===== src/hdl/ntcf_pkg.sv =====
// shared types, codes and constants of the thermistor converter
`default_nettype none

package ntcf_pkg;

    localparam int ADC_BITS_DEF   = 12;
    localparam int COEF_FRAC_DEF  = 48;
    localparam int SER_W          = 20;
    localparam int COEF_W         = 48;
    localparam int CFG_IDX_W      = 3;
    localparam int TEMP_W         = 10;
    localparam int LOG_FRAC       = 26;
    localparam int LN_NORM        = 30;
    localparam int L_W            = 31;
    localparam int L2_W           = 36;
    localparam int L3_W           = 40;
    localparam int INV_W          = 64;
    localparam int LAT_FIXED      = 72;

    localparam logic [31:0] LN2_Q32 = 32'hB17217F8;

    localparam logic [CFG_IDX_W-1:0] CFG_MODE   = 3'd0;
    localparam logic [CFG_IDX_W-1:0] CFG_SERIES = 3'd1;
    localparam logic [CFG_IDX_W-1:0] CFG_COEF_A = 3'd2;
    localparam logic [CFG_IDX_W-1:0] CFG_COEF_B = 3'd3;
    localparam logic [CFG_IDX_W-1:0] CFG_COEF_C = 3'd4;

    localparam logic [1:0] ST_OK      = 2'd0;
    localparam logic [1:0] ST_INVALID = 2'd1;
    localparam logic [1:0] ST_SAT     = 2'd2;

    localparam logic [SER_W-1:0]  SERIES_RST = 20'd102000;
    localparam logic [COEF_W-1:0] COEF_A_RST = 48'd180601444137;
    localparam logic [COEF_W-1:0] COEF_B_RST = 48'd64190884978;
    localparam logic [COEF_W-1:0] COEF_C_RST = 48'd16019158;

    typedef struct packed {
        logic vld;
        logic bad;
    } t_ctl;

endpackage

`default_nettype wire


===== src/hdl/ntcf_rdiv.sv =====
// thermistor resistance from the converter code: product, pipelined divide, series offset when mode is 0
`default_nettype none

module ntcf_rdiv import ntcf_pkg::*; #(
    parameter int ADC_BITS = ADC_BITS_DEF
) (
    input  logic                      i_clk,
    input  logic                      i_rst_n,
    input  logic                      i_vld,
    input  logic [ADC_BITS-1:0]       i_code,
    input  logic                      i_mode,
    input  logic [SER_W-1:0]          i_series,
    output t_ctl                      o_ctl,
    output logic [ADC_BITS+SER_W-1:0] o_res
);

    localparam int NUM_W = ADC_BITS + SER_W;
    localparam logic [ADC_BITS-1:0] FULL_SCALE = ADC_BITS'((1 << ADC_BITS) - 2);

    logic [ADC_BITS-1:0] n_mul_a;
    logic [ADC_BITS-1:0] n_den;
    logic                n_bad;

    t_ctl                r_sctl [0:NUM_W];
    logic [ADC_BITS-1:0] r_rem  [0:NUM_W];
    logic [NUM_W-1:0]    r_nq   [0:NUM_W];
    logic [ADC_BITS-1:0] r_den  [0:NUM_W];

    always_comb begin
        n_mul_a = i_mode ? i_code : FULL_SCALE;
        n_den   = i_mode ? ADC_BITS'(FULL_SCALE - i_code) : i_code;
        n_bad   = i_mode ? (i_code >= FULL_SCALE) : (i_code == '0);
    end

    always_ff @(posedge i_clk) begin
        if (!i_rst_n) begin
            r_sctl[0] <= '0;
        end else begin
            r_sctl[0] <= '{vld: i_vld, bad: n_bad};
        end
    end

    always_ff @(posedge i_clk) begin
        r_nq[0]  <= NUM_W'(n_mul_a) * NUM_W'(i_series);
        r_rem[0] <= '0;
        r_den[0] <= n_den;
    end

    // one quotient bit per stage, msb first
    for (genvar k = 0; k < NUM_W; k++) begin : g_div
        logic [ADC_BITS:0] w_t;
        logic              w_ge;

        assign w_t  = {r_rem[k], r_nq[k][NUM_W-1]};
        assign w_ge = (w_t >= {1'b0, r_den[k]});

        always_ff @(posedge i_clk) begin
            if (!i_rst_n) begin
                r_sctl[k+1] <= '0;
            end else begin
                r_sctl[k+1] <= r_sctl[k];
            end
        end

        always_ff @(posedge i_clk) begin
            r_den[k+1] <= r_den[k];
            r_nq[k+1]  <= {r_nq[k][NUM_W-2:0], w_ge};
            r_rem[k+1] <= w_ge ? ADC_BITS'(w_t - {1'b0, r_den[k]}) : w_t[ADC_BITS-1:0];
        end
    end

    logic [NUM_W-1:0] w_q;
    logic             n_rbad;
    logic [NUM_W-1:0] n_res;

    assign w_q = r_nq[NUM_W];

    always_comb begin
        if (i_mode) begin
            n_rbad = (w_q == '0);
            n_res  = w_q;
        end else begin
            n_rbad = (w_q <= NUM_W'(i_series));
            n_res  = w_q - NUM_W'(i_series);
        end
    end

    always_ff @(posedge i_clk) begin
        if (!i_rst_n) begin
            o_ctl <= '0;
        end else begin
            o_ctl <= '{vld: r_sctl[NUM_W].vld, bad: r_sctl[NUM_W].bad | n_rbad};
        end
    end

    always_ff @(posedge i_clk) begin
        o_res <= n_res;
    end

endmodule

`default_nettype wire


===== config.mk =====
export PLATFORM = sky130hd
export DESIGN_NAME = ntcf_rdiv
export DESIGN_NICKNAME = d
export VERILOG_FILES = /design/src/hdl/ntcf_pkg.sv /design/src/hdl/ntcf_rdiv.sv
export SDC_FILE = /design/constraint.sdc
export NUM_CORES = 2
export LEC_CHECK = 0
export BUFFER_PORTS_ARGS = -buffer_cell sky130_fd_sc_hd__buf_2
export CAP_MARGIN = 20
export CORE_ASPECT_RATIO = 1.25
export CORE_MARGIN = 2
export CORE_UTILIZATION = 65
export DETAILED_ROUTE_END_ITERATION = 10
export PLACE_DENSITY = 0.82
export SLEW_MARGIN = 20
export SYNTH_ARGS = -nofsm -noshare
export SYNTH_HDL_FRONTEND = slang
export SYNTH_SLANG_ARGS = --single-unit

===== constraint.sdc =====
create_clock -name i_clk -period 15.2 [get_ports i_clk]
set_input_delay 3.04 -clock i_clk [delete_from_list [all_inputs] [get_ports i_clk]]
set_output_delay 3.04 -clock i_clk [all_outputs]
set_load 0.005 [all_outputs]

==> summary.txt <==
Die
  – Core Region: 106800 um^2
  – Initial Util: 65.54%
  – Row cnt: 134
  – Ports: 70
  – Die ar.: 110400 um^2
  – Die height: 370.9 um
  – Die X: 297.5 um

CTS
  – PostCTS Resize Cnt: 0
  – H-Tree Depth: 4
  – Clk_lat worst skew: 0.78 ns
  – Post-CTS Hold Fix Bufs: 0
  – CTS buffer count: 168
  – Clock sink count: 1912
  – CTS Buffer Depth: 3
  – Clock slew at reported path FFs: 0.07 ns
  – CTS root buffer: clkbuf_16
  – CTS tree: yes
  – Postcts setup bufs: 0

Placement
  – Final Wtd Congestion: 0.8953
  – HPWL reported at the end of detailed placement: 98650 um
  – Port Buffer Count: 69
  – Placed cell count: 7722

Hold path
  – Hold path depth: 0
  – Hold path start: r_nq[16][7]
  – Worst min path class: flop to flop
  – Worst hold endpoint: r_nq[17][8]

STA
  – Measured slew at the worst slew-check pin: 1.119 ns
  – Setup TNS: 0 ns
  – Final setup viols: 0
  – Worst rel slew slack: 24.40%
  – Max-slew violations: 0
  – Final setup skew: 0.02716 ns
  – Unrepaired setup endpoints after global routing: no
  – Final hold viol count: 0
  – Minimum clock period: 9.635 ns
  – Max Fclk: 0.1038 GHz
  – Share of the clock period used by the worst path: 63.39%

Yosys
  – EDFF count, synth: 0
  – Yosys warns: 0
  – Synthesized net count: 7018
  – Ranking of synthesized cells by area: dfxtp_1, ha_1, fa_1
  – Synth Flop Type: dfxtp_1
  – Post-Synthesis Cells: 6304
  – Sequential element share of the synthesized area: 54.68%
  – Netlist cell types: 83
  – Average size of a mapped cell: 11.10 um^2
  – Synth area leader: dfxtp_1
  – Synth async-reset ratio: 0%
  – Synthesized flop and latch total: 1912
  – Cell Area, Synth: 70000 um^2
  – Yosys top cell area share: 54.68%

Worst setup path
  – Worst Path Arrival: 10.33 ns
  – CP cell instances: buf_2 > buf_4 > nand2b_1 > and2_1 > fa_1 > inv_1 > fa_1 > inv_1 > fa_1 > fa_1 > inv_1 > fa_1 > inv_1 > ha_1 > and4_1 > nand2_1 > nor3_1 > o41ai_1 > a21oi_1 > nor3_1 > xnor2_1
  – Critical-path top delay cell: o41ai_1
  – Worst setup SP type: primary input
  – Critical R2R Capture: r_rem[0][258]
  – Critical path class: primary input to flop
  – R2R setup slack: 11.84 ns
  – Crit Path Max Fanout: 69
  – Reg2Reg Launch Point: r_den[0][242]
  – Crit-path max cell delay: 0.99 ns
  – Endpoint class of the critical path: flop
  – Cells on worst reg2reg path: 9
  – Worst EP required: 15.89 ns
  – Critical path's most frequent cell: fa_1

Final layout
  – Register area: 38280 um^2
  – Share of cells above drive strength 1: 9.443%
  – Nets: 7180
  – Area of the multi-input gates: 28460 um^2
  – Total inserted antenna cells: 0
  – Layout Cells excl Fill: 8036
  – Most frequent cells in the layout: dfxtp_1, inv_1, ha_1
  – Final Util: 72.78%
  – Most common cell after layout, fill and taps aside: dfxtp_1
  – Layout area overhead: 11.05%
  – Fill cell count: 7028

Detailed routing
  – Total wire length: 142300 um
  – Vias/cell: 5.469
  – 1st-pass router iterations: 6
  – Antenna Nets Post-Route: 0
  – Via count: 43950
  – Initial drt markers: 2532
  – Routed len/inst: 17.70 um
  – # DRC: 0

GRT
  – Initial antenna violation count: 9
  – Global-route wire length before repair: 232200 um
  – Largest net degree at the start of global routing: 70
  – Number of global-route vias before repair: 45820
  – Gr ovfl total: 0
  – GRT Util Overall: 26.21%

Job
  – Max Cap Viol: 0

Run status
  – Run status: finished, final reports clean

Pwr
  – PwrDens: 263.7 nW/um^2
  – Worst VDD drop: 0.3378 mV
  – Pleak: 35.72 nW
  – Total power: 20.50 mW
## per-layer routing
| layer | share of wire (%) | up-vias | track usage (%) |
|---|---|---|---|
| li1 | - | 21240 | - |
| met1 | 39 | 21220 | 28.33 |
| met2 | 52 | 1053 | 48.57 |
| met3 | 3.9 | 433 | 3.954 |
| met4 | 5.7 | 6 | 15.21 |
| met5 | 0.027 | - | 0 |
## how the worst max path moves through the flow
stage	slack, ns	end	cells past startpoint	startpoint
detailed placement	5.20	r_nq[0][29]	20	i_mode
CTS	5.78	r_nq[0][25]	21	i_mode
finish	5.57	r_nq[0][25]	21	i_mode
global route	5.30	r_nq[0][25]	21	i_mode
floorplan	6.85	r_nq[0][29]	19	i_mode
global placement	5.26	r_nq[0][29]	20	i_mode
## area by class of cell
class                   instances  area share (%)
inverters                     763           3.684
repair buffers                 89          0.6422
clock inverters                83           1.367
flip-flops and latches       1912           49.24
multi-input cells            3532           36.61
well taps                    1428           2.299
clock buffers                 229           6.157
## through the flow
stage	setup slack [ns]	instance area, um^2	hold slack [ns]
final	5.565	77730	0.3041
after global routing	5.297	77730	0.3145
after CTS	5.782	77710	0.3097
after detailed placement	5.201	71860	0.3121
after global placement	5.264	71850	0.3098
after floorplan	6.848	70000	0.3096
## report_power, final
| part | internal (mW) | leakage (nW) | switching (mW) |
|---|---|---|---|
| Sequential | 6.78 | 16.0 | 0.757 |
| Combinational | 3.76 | 16.9 | 4.84 |
| Clock | 2.47 | 2.84 | 1.89 |
| Total | 13.0 | 35.7 | 7.49 |
## sequential cells by signal, summed over array words and instances (netlist names)
name,cells
r_nq,1056
o_res,32
r_rem,372
r_den,384
r_sctl,66
o_ctl,2
## logic make-up after synthesis
logic type / synth area share, %
simple gates: 9.264
buf+inv: 4.719
xor+xnor: 3.754
mux: 4.390
fa+ha+maj: 14.38
compound gates: 8.810
flops: 54.68
## cell usage after synthesis, types with 11 or more instances
cell	n
a2111oi_0	11
a211o_1	19
a211oi_1	26
a21boi_0	16
a21o_1	89
a21oi_1	258
a31oi_1	34
and2_1	144
and3_1	20
buf_2	15
clkbuf_1	71
dfxtp_1	1912
fa_1	211
ha_1	467
inv_1	762
mux2_2	212
mux2i_1	58
nand2_1	414
nand2b_1	58
nand3_1	98
nand3b_1	14
nand4_1	64
nor2_1	264
nor2b_1	62
nor3_1	90
nor4_1	30
o2111ai_1	11
o211ai_1	22
o21a_1	77
o21ai_0	227
o21bai_1	31
o31a_1	13
o31ai_1	26
or3_1	25
xnor2_1	211
xor2_1	89
## worst max-delay path, delay by kind of cell
kind | cells | cell delay, ns
AND/OR/NAND/NOR | 6 | 1.90
AO/OA/AOI/OAI | 2 | 1.32
XOR/XNOR | 1 | 0.18
adder cells (fa/ha/maj) | 6 | 2.99
buffers and inverters | 6 | 0.84
Power figures use the tool's default switching activity.
